### config.mk
export PLATFORM = sky130hd
export DESIGN_NAME = ptsp_div_stage
export DESIGN_NICKNAME = d
export VERILOG_FILES = /design/src/rtl/ptsp_pkg.sv /design/src/rtl/ptsp_div_stage.sv
export SDC_FILE = /design/constraint.sdc
export NUM_CORES = 1
export LEC_CHECK = 0
export BUFFER_PORTS_ARGS = -buffer_cell sky130_fd_sc_hd__buf_2
export CORE_AREA = 2 2 379 381
export CTS_CLUSTER_DIAMETER = 80
export DETAILED_ROUTE_END_ITERATION = 12
export DIE_AREA = 0 0 381 383
export SYNTH_ARGS = -nofsm -noshare
export SYNTH_HDL_FRONTEND = slang
export SYNTH_SLANG_ARGS = --single-unit
### constraint.sdc
create_clock -name clk -period 3 [get_ports clk]
set_clock_uncertainty 0.1 [all_clocks]
set_input_delay 0.3 -clock clk [delete_from_list [all_inputs] [get_ports clk]]
set_output_delay 0.3 -clock clk [all_outputs]
set_load 0.005 [all_outputs]
### src/rtl/ptsp_pkg.sv
// Shared types and constants for the point to segment projection pipeline.
`default_nettype none
package ptsp_pkg;

  localparam int LAT_W = 30;
  localparam int LON_W = 31;
  localparam int TOL_W = 23;
  localparam int DLAT_W = LAT_W + 1;
  localparam int DLON_W = LON_W + 1;
  localparam int LATB_W = LAT_W + 2;
  localparam int LONB_W = LON_W + 2;
  localparam int NUM_W = 63;
  localparam int DEN_W = 63;
  localparam int FACTOR_FRAC_BITS = 32;
  localparam int QUO_W = NUM_W + FACTOR_FRAC_BITS;
  localparam int LIMB_W = 32;
  localparam int TOP_W = QUO_W - 2 * LIMB_W;
  localparam int PROD_W = QUO_W + LIMB_W;
  localparam int WIDE_W = 64;
  localparam int OUT_W = 32;
  localparam logic [TOL_W-1:0] TOL_RESET = TOL_W'(4194);

  typedef struct packed {
    logic signed [LAT_W-1:0]  plat;
    logic signed [LON_W-1:0]  plon;
    logic [DLAT_W-1:0]        mdlat;
    logic                     sdlat;
    logic [DLON_W-1:0]        mdlon;
    logic                     sdlon;
    logic                     kneg;
    logic                     degen;
    logic signed [LATB_W-1:0] lat_lo;
    logic signed [LATB_W-1:0] lat_hi;
    logic signed [LONB_W-1:0] lon_lo;
    logic signed [LONB_W-1:0] lon_hi;
  } side_t;

  typedef struct packed {
    logic [DEN_W-1:0] den;
    logic [DEN_W-1:0] rem;
    logic [QUO_W-1:0] nq;
    side_t            side;
  } div_t;

  typedef struct packed {
    logic signed [OUT_W-1:0] foot_lat;
    logic signed [OUT_W-1:0] foot_lon;
    logic                    on_segment;
    logic                    degenerate;
    logic                    clipped;
  } res_t;

endpackage
`default_nettype wire

### src/rtl/ptsp_div_stage.sv
// One restoring division step: one quotient bit per stage.
`default_nettype none
module ptsp_div_stage (
  input  logic           clk,
  input  logic           rst,
  input  logic           en,
  input  logic           in_valid,
  input  ptsp_pkg::div_t in_item,
  output logic           out_valid,
  output ptsp_pkg::div_t out_item
);
  import ptsp_pkg::*;

  logic [DEN_W:0] r2;
  logic [DEN_W:0] diff;
  logic           ge;

  always_comb begin
    r2   = {in_item.rem, in_item.nq[QUO_W-1]};
    diff = r2 - {1'b0, in_item.den};
    ge   = (r2 >= {1'b0, in_item.den});
  end

  always_ff @(posedge clk) begin
    if (rst) begin
      out_valid <= 1'b0;
    end else if (en) begin
      out_valid <= in_valid;
    end
    if (en) begin
      out_item.den  <= in_item.den;
      out_item.rem  <= ge ? diff[DEN_W-1:0] : r2[DEN_W-1:0];
      out_item.nq   <= {in_item.nq[QUO_W-2:0], ge};
      out_item.side <= in_item.side;
    end
  end

endmodule
`default_nettype wire

==> results by group <==
Timing
  – Final Max Tran Viols: 0
  – Fmax achieved: 0.340 GHz
  – Worst-margin pin slew: 0.773 ns
  – Final period utilization: 0.980
  – PnR worst setup slack: 0.0610 ns
  – RSZ-0062 raised after global routing: yes
  – Setup Viol. Count Final: 0
  – Final hold violations: 0
  – Period minus WS final: 2.94 ns
  – Slew HR: 0.485

Power
  – P_sw: 5590 uW
  – Flop pwr share: 0.415
  – Comb pwr share: 0.197
  – Maximum vdd ir drop: 0.000454 V
  – Clock group share of total power: 0.388
  – Pwr dens: ~570 mW/mm^2
  – Pint: 14400 uW
  – Leakage power: 0.0150 uW
  – Sw frac: 0.279

Finish
  – Commonest non-fill, non-tap cell in the layout: buf_2
  – # nets final: 3494
  – Layout cells sized above 1: 0.449
  – Area Growth Syn to Fin: 83.5%
  – Non-filler cells, final: 4925
  – FILL cells: 15100
  – Most frequent cells in the layout: buf_2 (960), dlygate4sd3_1 (479), edfxtp_1 (479), buf_4 (216), a21oi_1 (124)
  – Design area: 0.0353 sq mm

Synthesis
  – Avg Inst Size Synth: 15.5 sq um
  – Yosys reg bits: 480
  – Synthesized area: 0.0192 sq mm
  – Distinct cells, synth: 71
  – Top_reg_cell synth: edfxtp_1
  – Number of flops mapped to enable cells by yosys: 479
  – Synth Instances: 1244
  – Ys Warns: 0
  – Net count after synthesis: 1791
  – Share of flip-flops with an asynchronous set or reset: 0
  – Sequential area share after synthesis: 0.748

Worst hold path
  – Hold crit path type: primary input to register

CTS
  – H-tree depth: 3
  – Total CTS buffers: 66
  – CTS max path bufs: 3
  – Sink Count: between 400 and 500
  – Clk pin slew, worst setup/hold paths: roughly 0.060 ns
  – Worst-Skew Late Latency: approximately 0.62 ns
  – CTS tree: built
  – Clock root cell: clkbuf_16

Critical path
  – Critical Path AT: 3.22 ns
  – WP data required: 3.28 ns
  – Crit path max fanout: 6
  – CP Capture Type: register
  – Setup CP Type: primary input to register
  – Worst setup SP type: primary input

Drt
  – Met1 wire length: 49700 microns
  – Via Count: 18300
  – Drt first pass iters: 5
  – Met3 routed WL: ~12000 microns
  – DRC: 0
  – Highest Signal Layer: met5
  – DRT iter0 DRCs: 1182
  – Met2 WL: ~60000 microns
  – WL/cell: about 26 microns
  – Final wirelength: approximately 130000 microns
  – Post-route ant nets: 0
  – Drt via density: ~3.7

Placed design
  – Post-detail-place hpwl: about 110000 microns
  – I/O Buffers: 962
  – Post-DP Area: 0.0282 sq mm
  – Inst Count DP: 4301
  – RD Place Congestion: 0.937
  – Pre-CTS WS: -0.890 ns

Run
  – Max cap viols: 0

GRT
  – Gr usage total: 0.168
  – Initial antenna violation count: ~80
  – Total gr overflow: 0
  – Vias in the first global route: 18500
  – Largest net degree at the start of global routing: 122
  – First-pass GRT wire length: between 150000 and 200000 microns

Floorplanning
  – Die Wd: about 380 microns
  – Rows: 139
  – Die footprint: between 0.1 and 0.15 sq mm
  – IO Pins: ~960
  – Die height: 383 microns
  – Core ar.: 0.142 sq mm
  – Initial Util: 0.135

Outcome
  – Run status: complete, no violations
[cells in the mapped netlist (4+ instances only)]
master | count | share of area
a211o_1 | 4 | 0.0018
a211oi_2 | 4 | 0.0026
a21o_1 | 23 | 0.0090
a21oi_1 | 126 | 0.033
a31oi_1 | 4 | 0.0013
and3_1 | 4 | 0.0013
and4_1 | 4 | 0.0018
buf_2 | 15 | 0.0039
buf_6 | 6 | 0.0035
clkbuf_1 | 16 | 0.0031
edfxtp_1 | 479 | 0.75
ha_1 | 63 | 0.041
inv_1 | 78 | 0.015
mux2_1 | 6 | 0.0035
mux2_2 | 5 | 0.0029
nand2_1 | 61 | 0.012
nand2b_1 | 6 | 0.0020
nand3_1 | 12 | 0.0031
nand4_1 | 26 | 0.0085
nor2_1 | 98 | 0.019
nor2b_1 | 6 | 0.0020
nor3_1 | 9 | 0.0023
nor4_1 | 4 | 0.0013
o211ai_1 | 4 | 0.0016
o21a_1 | 9 | 0.0035
o21ai_0 | 33 | 0.0086
o21ai_1 | 8 | 0.0021
o21bai_1 | 11 | 0.0043
o31ai_1 | 10 | 0.0039
xnor2_1 | 40 | 0.018
xor2_1 | 20 | 0.0091
[path summary, 6_finish.rpt]
check | from | cells after the start | slack, ns | to
worst max register to register | out_valid | 3 | 1.75 | out_valid
worst max-delay path | in_item[450] | 14 | 0.06 | out_item[413]
worst min register to register | out_valid | 3 | 0.94 | out_valid
worst min-delay path | in_item[352] | 4 | 0.1 | out_item[353]
[routing by layer]
layer / global-route usage / vias to the layer above
li1: - / 8122
met1: 0.196 / 8958
met2: 0.280 / 965
met3: 0.0629 / 221
met4: 0.0594 / 26
met5: 0 / -
[power by group through the flow]
stage / Clock (uW) / Sequential, uW / Combinational (uW)
after floorplan: 0 / 8470 / 947
after global placement: 0 / 8420 / 3310
after detailed placement: 0 / 8420 / 3330
after CTS: 8050 / 8300 / 3950
after global routing: 8260 / 8350 / 4200
final: 7760 / 8310 / 3930
[flip-flops by register name, summed over array words and instances, names as in the netlist]
signal,flops
out_valid,1
out_item,479
[through the flow]
step	hold slack, ns	util	total power, uW	setup TNS, ns
global placement	0.359	0.198	11700	-39.05
detailed placement	0.360	0.198	11700	-39.13
CTS	0.0314	0.247	20300	0
finish	0.0993	0.248	20000	0
floorplan	0.272	-	9420	-0.858
global route	0.0638	0.248	20800	-0.00309
[logic make-up after synthesis]
group                    after synthesis  share of synthesized area
multiplexers                          12                    0.00695
AO/OA/AOI/OAI                        267                     0.0902
buffers and inverters                119                     0.0269
XOR/XNOR                              60                     0.0273
adder cells (fa/ha/maj)               64                     0.0420
flip-flops                           480                      0.748
AND/OR/NAND/NOR                      242                     0.0583
[critical path: stages]
cell and delay (ns):
dlygate4sd3_1 0.53, buf_2 0.13, inv_1 0.08, ha_1 0.26, buf_4 0.15, buf_4 0.15
a21o_1 0.16, a21oi_2 0.17, o21ai_0 0.10, a21o_2 0.25, a211oi_4 0.31, o31ai_1 0.16
xor2_1 0.17, mux2_4 0.28
[repair_timing]
item,4_1_cts,5_1_grt
resized for setup,2,20
endpoints found under the setup margin,5,54
hold buffers,479,0
setup buffers,0,1
cloned,0,1
endpoints found under the hold margin,485,0
pin swaps,0,6
[area by class of cell]
type / count / area [sq um] / area share
Multi-Input combinational cell: 645 / 4470 / 0.127
Timing Repair Buffer: 1676 / 11600 / 0.329
Tap cell: 1903 / 2380 / 0.0674
Clock inverter: 38 / 388 / 0.0110
Antenna cell: 31 / 77.6 / 0.00220
Inverter: 78 / 300 / 0.00850
Sequential cell: 480 / 14400 / 0.408
Clock buffer: 74 / 1690 / 0.0479
Note: power is estimated with default switching activity, not from simulation.
