==> src/rtl/ptsp_pkg.sv <==
// Shared types and constants for the point to segment projection pipeline.
`default_nettype none
package ptsp_pkg;

  localparam int LAT_W = 30;
  localparam int LON_W = 31;
  localparam int TOL_W = 23;
  localparam int DLAT_W = LAT_W + 1;
  localparam int DLON_W = LON_W + 1;
  localparam int LATB_W = LAT_W + 2;
  localparam int LONB_W = LON_W + 2;
  localparam int NUM_W = 63;
  localparam int DEN_W = 63;
  localparam int FACTOR_FRAC_BITS = 32;
  localparam int QUO_W = NUM_W + FACTOR_FRAC_BITS;
  localparam int LIMB_W = 32;
  localparam int TOP_W = QUO_W - 2 * LIMB_W;
  localparam int PROD_W = QUO_W + LIMB_W;
  localparam int WIDE_W = 64;
  localparam int OUT_W = 32;
  localparam logic [TOL_W-1:0] TOL_RESET = TOL_W'(4194);

  typedef struct packed {
    logic signed [LAT_W-1:0]  plat;
    logic signed [LON_W-1:0]  plon;
    logic [DLAT_W-1:0]        mdlat;
    logic                     sdlat;
    logic [DLON_W-1:0]        mdlon;
    logic                     sdlon;
    logic                     kneg;
    logic                     degen;
    logic signed [LATB_W-1:0] lat_lo;
    logic signed [LATB_W-1:0] lat_hi;
    logic signed [LONB_W-1:0] lon_lo;
    logic signed [LONB_W-1:0] lon_hi;
  } side_t;

  typedef struct packed {
    logic [DEN_W-1:0] den;
    logic [DEN_W-1:0] rem;
    logic [QUO_W-1:0] nq;
    side_t            side;
  } div_t;

  typedef struct packed {
    logic signed [OUT_W-1:0] foot_lat;
    logic signed [OUT_W-1:0] foot_lon;
    logic                    on_segment;
    logic                    degenerate;
    logic                    clipped;
  } res_t;

endpackage
`default_nettype wire

==> src/rtl/ptsp_out.sv <==
// Output register with a one-entry skid buffer; stalls the pipeline when the skid fills.
`default_nettype none
module ptsp_out (
  input  logic           clk,
  input  logic           rst,
  input  logic           in_valid,
  input  ptsp_pkg::res_t in_item,
  output logic           advance,
  output logic           out_valid,
  input  logic           out_ready,
  output ptsp_pkg::res_t out_item
);
  import ptsp_pkg::*;

  logic skid_valid;
  res_t skid;

  assign advance = !skid_valid;

  always_ff @(posedge clk) begin
    if (rst) begin
      out_valid  <= 1'b0;
      skid_valid <= 1'b0;
    end else if (out_valid && !out_ready) begin
      if (in_valid && !skid_valid) begin
        skid       <= in_item;
        skid_valid <= 1'b1;
      end
    end else if (skid_valid) begin
      out_item   <= skid;
      out_valid  <= 1'b1;
      skid_valid <= 1'b0;
    end else begin
      out_item  <= in_item;
      out_valid <= in_valid;
    end
  end

endmodule
`default_nettype wire

==> config.mk <==
export PLATFORM = sky130hd
export DESIGN_NAME = ptsp_out
export DESIGN_NICKNAME = d
export VERILOG_FILES = /design/src/rtl/ptsp_pkg.sv /design/src/rtl/ptsp_out.sv
export SDC_FILE = /design/constraint.sdc
export NUM_CORES = 1
export LEC_CHECK = 0
export BUFFER_PORTS_ARGS = -buffer_cell sky130_fd_sc_hd__buf_4
export CAP_MARGIN = 15
export CORE_MARGIN = 4
export CORE_UTILIZATION = 35
export CTS_CLUSTER_DIAMETER = 40
export DETAILED_ROUTE_END_ITERATION = 16
export PLACE_DENSITY_LB_ADDON = 0.15
export SYNTH_ARGS = -nofsm -noshare
export SYNTH_HDL_FRONTEND = slang
export SYNTH_SLANG_ARGS = --single-unit
==> constraint.sdc <==
create_clock -name clk -period 6.4 [get_ports clk]
set_input_delay 1.92 -clock clk [delete_from_list [all_inputs] [get_ports clk]]
set_output_delay 1.92 -clock clk [all_outputs]
set_load 0.02 [all_outputs]
==> out/results.md, run 1 <==
| Stage | Quantity | Reported |
|:---|:---|:---|
| outcome | Outcome | finished clean |
| placed design | Number of port buffers | 139 |
| layout | Final Net Count | 442 |
| floorplan | Total die area | 17100 um^2 |
| critical path | Largest delay contributor family on the critical path | simple AND/OR/NAND/NOR gates |
| sta | Slew at the pin with the worst max-slew slack | 0.890 ns |
| floorplan | Die span in y | 131 um |
| yosys | Cell area after synthesis | 5280 um^2 |
| clock tree | Clock sink total | 136 |
| yosys | Yosys reg bits | 136 |
| placed design | Post-Place Setup Slack | 2.50 ns |
| sta | Setup repair after global routing missed its margin | no |
| yosys | Distinct cell type count of the synthesized netlist | 12 |
| layout | Proportion of layout cells with a drive suffix above 1 | 0.617 |
| yosys | Proportion of netlist area held by the largest area contributor | 0.763 |
| layout | Diode insertion count for antenna repair | 0 |
| clock tree | Clock latency of the later-clocked register in the worst-skew pair | 0.41 ns |
| power and ir drop | Total power divided by cell area | 312 nW/um^2 |
| layout | Number of fill cells in the layout | 1257 |
| critical path | Category of the worst setup path capture point | flop |
| critical path | CP startpoint kind | primary input |
| critical path | Largest fanout on the critical path | 44 |
| clock tree | Clock slew seen by the registers of the worst setup and hold paths | 0.06 ns |
| floorplan | Top-level I/O count | 140 |
| layout | Commonest cells after routing, fill and taps aside | buf_4, edfxtp_1, mux2_4, clkbuf_16 |
| layout | Area added between synthesis and finish | 33.2% |
| placed design | Routability-driven placement congestion ratio | 0.712 |
| critical path | Critical path class | in2reg |
| critical path | Worst path max stage delay | 0.63 ns |
| global routing | GRT Residual Overflow | 0 |
| floorplan | Core Box Area | 14600 um^2 |
| global routing | Combined global-route utilization of all metal layers | 0.115 |
| yosys | Synthesized area divided by synthesized cell count | 24.2 um^2 |
| yosys | Synth warn | 0 |
| critical path | Cell mode on critical path | buf_4 |
| critical path | Slowest library cell on the worst path | nor2b_4 |
| sta | Final hold violation count | 0 |
| critical path | Number of cells on the critical path | 4 |
| sta | Final setup fails | 0 |
| critical path | Bufs and invs on worst path | 2 |
| layout | Commonest non-fill, non-tap cell in the layout | buf_4 |
| drt | Number of vias per cell | 4.38 |
| yosys | Share of synthesized area occupied by flip-flops and latches | 0.770 |
| floorplan | Die boundary width | 131 um |
| clock tree | Hold buffers post-CTS | 0 |
| sta | Min Tclk post-route | 3.45 ns |
| sta | Final total negative setup slack | 0 ns |
| sta | Slew Limit Headroom | 0.407 |
| drt | Total routed wirelength | 9450 um |
| hold path | Path category of the worst min-delay check | reg2reg |
| layout | Area of combinational cells with multiple inputs | 1060 um^2 |
| floorplan | Effective utilization at floorplan | 0.360 |
| drt | Starting DRC count in detailed routing | 127 |
| clock tree | Setup Fix Bufs, Post-CTS | 0 |
| drt | Remaining number of nets flagged by the antenna check after routing | 0 |
| power and ir drop | Static Leakage | 2.73 nW |
| clock tree | H-tree depth | 4 |
| clock tree | TritonCTS clock tree | yes |
| sta | Final period utilization | 0.540 |
| drt | Average routed wire per standard cell | 16.6 um |
| power and ir drop | Worst IR Drop VDD | 0.161 mV |
| job | Count of max-cap constraint violations | 0 |
| layout | Sequential cell area in the final layout | 4070 um^2 |
| global routing | First-pass GRT wire length | 14200 um |
| global routing | Via count of the first global-routing pass | 2631 |
| critical path | Worst setup slack for register-to-register paths | 4.24 ns |
| drt | Via count | 2489 |
| critical path | Worst endpoint required time | 6.44 ns |
| sta | Final number of max-transition violations | 0 |
| yosys | Leading post-synthesis cells by cell area | edfxtp_1, mux2_4, buf_12 |
| drt | Number of remaining DRC errors | 0 |
| sta | Setup clock skew after layout | 0.00549 ns |
| clock tree | Buffer depth of the longest clock path | 2 |
| hold path | Hold-critical path depth | 1 |
| critical path | WP data arrival | 3.50 ns |
| yosys | Syn Nets | 289 |
| clock tree | Post-cts repair resize count | 0 |
| sta | Peak clock frequency supported by timing | 289 MHz |
| global routing | Largest net degree at the start of global routing | 68 |
| sta | Setup slack after layout | 2.95 ns |
| critical path | Cells traversed along the worst timing path | buf_4, nand2b_1, nor2b_4, buf_4 |
| yosys | Cell type with the largest total area after synthesis | edfxtp_1 |
| floorplan | Row cnt | 44 |
| clock tree | CTS Root Buffer Type | clkbuf_16 |
| clock tree | Total CTS buffers | 17 |
| yosys | Synth Instances | 218 |
| global routing | Initial antenna violation count | 0 |
| drt | Count of TritonRoute iterations in the first routing pass | 4 |
| placed design | Estimated wirelength of the detail-placed design | 6110 um |
| critical path | R2R cell count | 3 |
## per-layer routing
| metal | track usage | vias to the layer above | share of wire |
|---|---|---|---|
| met5 | 0 | - | 0 |
| met4 | 0.0526 | 0 | 0.016 |
| met3 | 0.0545 | 15 | 0.089 |
| met2 | 0.165 | 109 | 0.44 |
| met1 | 0.148 | 1192 | 0.45 |
| li1 | - | 1173 | - |
## Yosys cell counts
cell	instances
a21oi_1	1
buf_12	7
buf_6	1
dfxtp_1	2
edfxtp_1	134
inv_1	1
mux2_4	67
nand2b_1	1
nor2_1	1
nor2b_1	1
nor3_1	1
nor4b_4	1
## flip-flops by register name, indices dropped and copies added, names as in the netlist
| name | cells |
|---|---|
| out_item | 67 |
| skid_valid | 1 |
| out_valid | 1 |
| skid | 67 |
## power breakdown
part | internal, mW | switching [mW] | leakage, nW | total (mW)
Clock | 0.645 | 0.338 | 0.287 | 0.983
Combinational | 0.0957 | 0.0822 | 1.17 | 0.178
Sequential | 1.02 | 0.0125 | 1.27 | 1.03
## worst register-to-register path: cells and delay by family (launching register included)
| kind | cells | cell delay (ns) |
|---|---|---|
| DFF | 1 | 0.31 |
| and+or+nand+nor | 2 | 0.80 |
| buffers and inverters | 1 | 0.63 |
## kinds of logic after synthesis
| family | Yosys count | share of synthesized area |
|---|---|---|
| multiplexers | 67 | 0.191 |
| buffers and inverters | 9 | 0.0294 |
| AND/OR/NAND/NOR | 5 | 0.00854 |
| AO/OA/AOI/OAI | 1 | 0.000948 |
| flip-flops | 136 | 0.770 |
## per-stage QoR
stage	area, um^2	total power, mW	cells	hold slack, ns	util
global placement	6430	1.23	536	0.528	0.439
detailed placement	6430	1.23	536	0.535	0.439
CTS	7030	2.23	568	0.542	0.480
global route	7030	2.28	568	0.552	0.480
floorplan	5280	1.14	218	0.527	-
finish	7030	2.19	568	0.540	0.480
## layout make-up
type                    instances  share of cell area
clock buffers                  21              0.0627
clock inverters                11              0.0219
inverters                       1            0.000534
multi-input cells              73               0.151
flip-flops and latches        136               0.579
well taps                     184              0.0328
repair buffers                142               0.152
## worst paths after layout
path | start | end
setup / recovery | out_ready | out_item[26]
hold / removal | skid[56] | out_item[56]
setup reg to reg | out_valid | out_item[26]
hold reg to reg | skid[56] | out_item[56]
(Power assumes the default switching activity.)
==> inputs of run 2 (changes only) <==
--- a/config.mk
+++ b/config.mk
@@ -5,6 +5,7 @@
 export SDC_FILE = /design/constraint.sdc
 export NUM_CORES = 1
 export LEC_CHECK = 0
+export ABC_AREA = 1
 export BUFFER_PORTS_ARGS = -buffer_cell sky130_fd_sc_hd__buf_4
 export CAP_MARGIN = 15
 export CORE_MARGIN = 4
==> constraint.sdc (replaced) <==
create_clock -name clk -period 3.5 [get_ports clk]
set_input_delay 1.05 -clock clk [delete_from_list [all_inputs] [get_ports clk]]
set_output_delay 1.05 -clock clk [all_outputs]
set_load 0.02 [all_outputs]
==> run 2 against run 1 <==
Compared with the run above: final area is 3.3% lower; worst hold slack worse by 0.024 ns; combinational power is 77% higher; non-clock buffer count is 2 higher; global-route usage is 1.9 points higher; clock skew hardly changed; synthesized cell count is 67% higher; critical path type is now reg2out; largest power group unchanged.
==> out/results.md, run 2 <==
| Stage | Quantity | Reported | Delta |
|:---|:---|:---|:---|
| layout | Final Net Count | 582 | +32% |
| power and ir drop | Power consumption | 4.00 mW | +82% |
| layout | Commonest cells after routing, fill and taps aside | nand2_1, buf_4, edfxtp_1, clkbuf_16, clkinv_2 |  |
| floorplan | Die boundary width | 127 um | -2.8% |
| global routing | Largest net degree at the start of global routing | 70 | +2.9% |
| power and ir drop | Worst IR Drop VDD | 0.235 mV | +46% |
| power and ir drop | Net load switching power | 814 uW | +88% |
| drt | Number of vias per cell | 4.32 | -1.4% |
| clock tree | Total CTS buffers | 17 | unchanged |
| layout | Area of combinational cells with multiple inputs | 807 um^2 | -24% |
| yosys | Yosys reg bits | 136 | unchanged |
| yosys | Main synth FF type | edfxtp_1 |  |
| layout | Core occupancy in the finished layout | 0.490 | +0.00979 |
| floorplan | Top-level I/O count | 140 | unchanged |
| clock tree | Clock latency of the later-clocked register in the worst-skew pair | 0.40 ns | about the same |
| global routing | First-pass GRT wire length | 16400 um | +16% |
| layout | Summed area of non-filler cells in the final layout | 6800 um^2 | -3.3% |
| yosys | Dominant combinational cell family by area after synthesis | simple AND/OR/NAND/NOR gates |  |
| yosys | Syn Nets | 434 | +50% |
| yosys | Most common library cells after synthesis | nand2_1, edfxtp_1, buf_2 |  |
| yosys | Distinct cell type count of the synthesized netlist | 12 | unchanged |
| layout | Sequential cell area in the final layout | 4070 um^2 | about the same |
| floorplan | Core Box Area | 13900 um^2 | -5.2% |
| sta | Setup clock skew after layout | 0.00519 ns | -0.000305 ns |
| sta | Min Tclk post-route | 2.25 ns |  |
| sta | Slew Limit Headroom | 0.518 | +0.111 |
| power and ir drop | Logic pwr share | 0.079 | -0.002 |
| sta | Final hold violation count | 0 | unchanged |
| placed design | Post-Place Setup Slack | 1.12 ns | -1.38 ns |
| clock tree | H-tree depth | 4 | unchanged |
| layout | Commonest non-fill, non-tap cell in the layout | nand2_1 |  |
| clock tree | CTS Root Buffer Type | clkbuf_16 |  |
| drt | Total routed wirelength | 10600 um | +12% |
| sta | Final number of max-transition violations | 0 | unchanged |
| layout | Final Non-Filler Cells | 704 | +24% |
| hold path | Path category of the worst min-delay check | reg2reg |  |
| drt | Starting DRC count in detailed routing | 279 | +120% |
| sta | Setup slack after layout | 1.25 ns | -1.69 ns |
| drt | Remaining number of nets flagged by the antenna check after routing | 0 | unchanged |
| clock tree | Clock slew seen by the registers of the worst setup and hold paths | 0.05 ns | about the same |
| drt | Count of TritonRoute iterations in the first routing pass | 4 | unchanged |
| floorplan | Effective utilization at floorplan | 0.357 | -0.00291 |
| yosys | Number of synthesized flops with an enable pin | 134 | unchanged |
| yosys | Synth warn | 0 | unchanged |
| critical path | CP startpoint kind | flop |  |
| power and ir drop | Cell internal pwr | 3.19 mW | +81% |
| sta | Final setup fails | 0 | unchanged |
| yosys | Mux share of post-synthesis cell area | 0 | -0.191 |
| yosys | Fraction of the mapped netlist area in compound gates | 0.00202 | +0.00107 |
| yosys | Async set-or-reset flop fraction in the synthesized netlist | 0 | unchanged |
| floorplan | Die span in y | 127 um | -2.8% |
| sta | Setup repair after global routing missed its margin | no |  |
| yosys | Share of synthesized area occupied by flip-flops and latches | 0.819 | +0.0490 |
| clock tree | TritonCTS clock tree | yes |  |
| clock tree | Buffer depth of the longest clock path | 2 | unchanged |
| drt | Via count | 3043 | +22% |
| sta | Worst hold slack after final layout | 0.516 ns | -0.0239 ns |
| global routing | GRT Residual Overflow | 0 | unchanged |
| sta | Final period utilization | 0.642 |  |
| drt | Average routed wire per standard cell | 15.0 um | -9.8% |
| yosys | Leading post-synthesis cells by cell area | edfxtp_1, nand2_1, buf_2 |  |
| power and ir drop | Total power divided by cell area | 589 nW/um^2 | +89% |
| critical path | Critical path class | reg2out |  |
| clock tree | Hold buffers post-CTS | 0 | unchanged |
| placed design | Placed Area | 6200 um^2 | -3.6% |
| layout | Number of fill cells in the layout | 1278 | +1.7% |
| yosys | Synth Instances | 363 | +67% |
| critical path | Worst setup path startpoint | skid_valid |  |
| yosys | Synth Area in XOR/XNOR | 0 | unchanged |
| critical path | WP data arrival | 1.20 ns | -2.30 ns |
| floorplan | Total die area | 16100 um^2 | -5.6% |
| layout | Area added between synthesis and finish | 37.0% |  |
| power and ir drop | Net switching share of the total power | 0.203 | +0.00607 |
| yosys | Most instantiated library cell after synthesis | nand2_1 |  |
| clock tree | Clock sink total | 136 | unchanged |
| power and ir drop | Proportion of power drawn by the clock network | 0.448 | about the same |
| yosys | Area share of and/or/nand/nor cells after synthesis | 0.157 | +0.148 |
| clock tree | Post-cts repair resize count | 0 | unchanged |
| layout | Registers with the highest flip-flop counts | out_item x67, skid x67 |  |
| layout | Proportion of layout cells with a drive suffix above 1 | 0.332 | -0.285 |
| yosys | Adder-cell share of the synthesized area | 0 | unchanged |
| critical path | R2r startpoint | skid_valid |  |
| placed design | Routability-driven placement congestion ratio | 0.741 | +4.1% |
| yosys | Cell type with the largest total area after synthesis | edfxtp_1 |  |
| floorplan | Row cnt | 43 | -2.3% |
| power and ir drop | Static Leakage | 2.86 nW | +4.9% |
| critical path | Worst endpoint required time | 2.45 ns | -3.99 ns |
| critical path | Capture point of the worst reg-to-reg path | skid[40] |  |
| yosys | Synthesized area divided by synthesized cell count | 13.7 um^2 | -44% |
| global routing | Via count of the first global-routing pass | 3069 | +17% |
| critical path | Category of the worst setup path capture point | output pin |  |
| placed design | Estimated wirelength of the detail-placed design | 6870 um | +12% |
| yosys | Proportion of netlist area held by the largest area contributor | 0.811 | +0.0485 |
| placed design | Dpl cells | 672 | +25% |
| drt | Number of remaining DRC errors | 0 | unchanged |
| critical path | CP endpoint | advance |  |
| sta | Slew at the pin with the worst max-slew slack | 0.722 ns | -0.167 ns |
| placed design | Number of port buffers | 139 | unchanged |
| clock tree | Setup Fix Bufs, Post-CTS | 0 | unchanged |
| sta | Peak clock frequency supported by timing | 445 MHz |  |
| job | Count of max-cap constraint violations | 0 | unchanged |
| sta | Final total negative setup slack | 0 ns | unchanged |
| critical path | Worst setup slack for register-to-register paths | 1.84 ns | -2.40 ns |
| critical path | R2R cell count | 4 | +1 |
| global routing | Initial antenna violation count | 0 | unchanged |
| layout | Diode insertion count for antenna repair | 0 | unchanged |
| critical path | Largest fanout on the critical path | 18 | -59% |
| outcome | Outcome | finished clean |  |
| power and ir drop | Sequential share of power | 0.474 | +0.003 |
| global routing | Combined global-route utilization of all metal layers | 0.133 | +0.0186 |
| yosys | Cell area after synthesis | 4960 um^2 | -6.0% |
run 2: cells by family (layout without fill, tap and decap cells):
family | after synthesis | in the layout
compound gates | 2 | 2
buf+inv | 18 | 179
simple gates | 207 | 207
flops | 136 | 136
run 2: cell type report:
type	count	share of cell area
Sequential cell	136	0.598
Timing Repair Buffer	144	0.161
Clock inverter	12	0.0230
Clock buffer	20	0.0643
Tap cell	180	0.0331
Inverter	3	0.00166
Multi-Input combinational cell	209	0.119
run 2: how the worst min path moves through the flow:
stage	from	end	slack, ns	depth (start not counted)
final	skid[36]	out_item[36]	0.52	2
after global routing	skid[21]	out_item[21]	0.53	2
after CTS	skid[21]	out_item[21]	0.51	2
after floorplan	skid[0]	out_item[0]	0.49	2
after global placement	skid[7]	out_item[7]	0.50	2
after detailed placement	skid[21]	out_item[21]	0.50	2
run 2: per-layer routing:
layer,routed length (um),GRT usage
met1,4890,0.185
met2,4680,0.186
met3,861,0.0539
met4,132,0.0549
met5,0,0
run 2: worst max-delay path, cell delays in order (launching register included):
cell and delay [ns]:
dfxtp_2 0.32, inv_2 0.26, buf_4 0.21
run 2: power by group through the flow:
stage | Clock (mW) | Sequential, mW | Combinational (mW)
final | 1.79 | 1.90 | 0.315
after global routing | 1.92 | 1.90 | 0.345
after CTS | 1.84 | 1.90 | 0.321
after detailed placement | 0 | 1.93 | 0.321
after global placement | 0 | 1.93 | 0.316
after floorplan | 0 | 2.00 | 0.0725
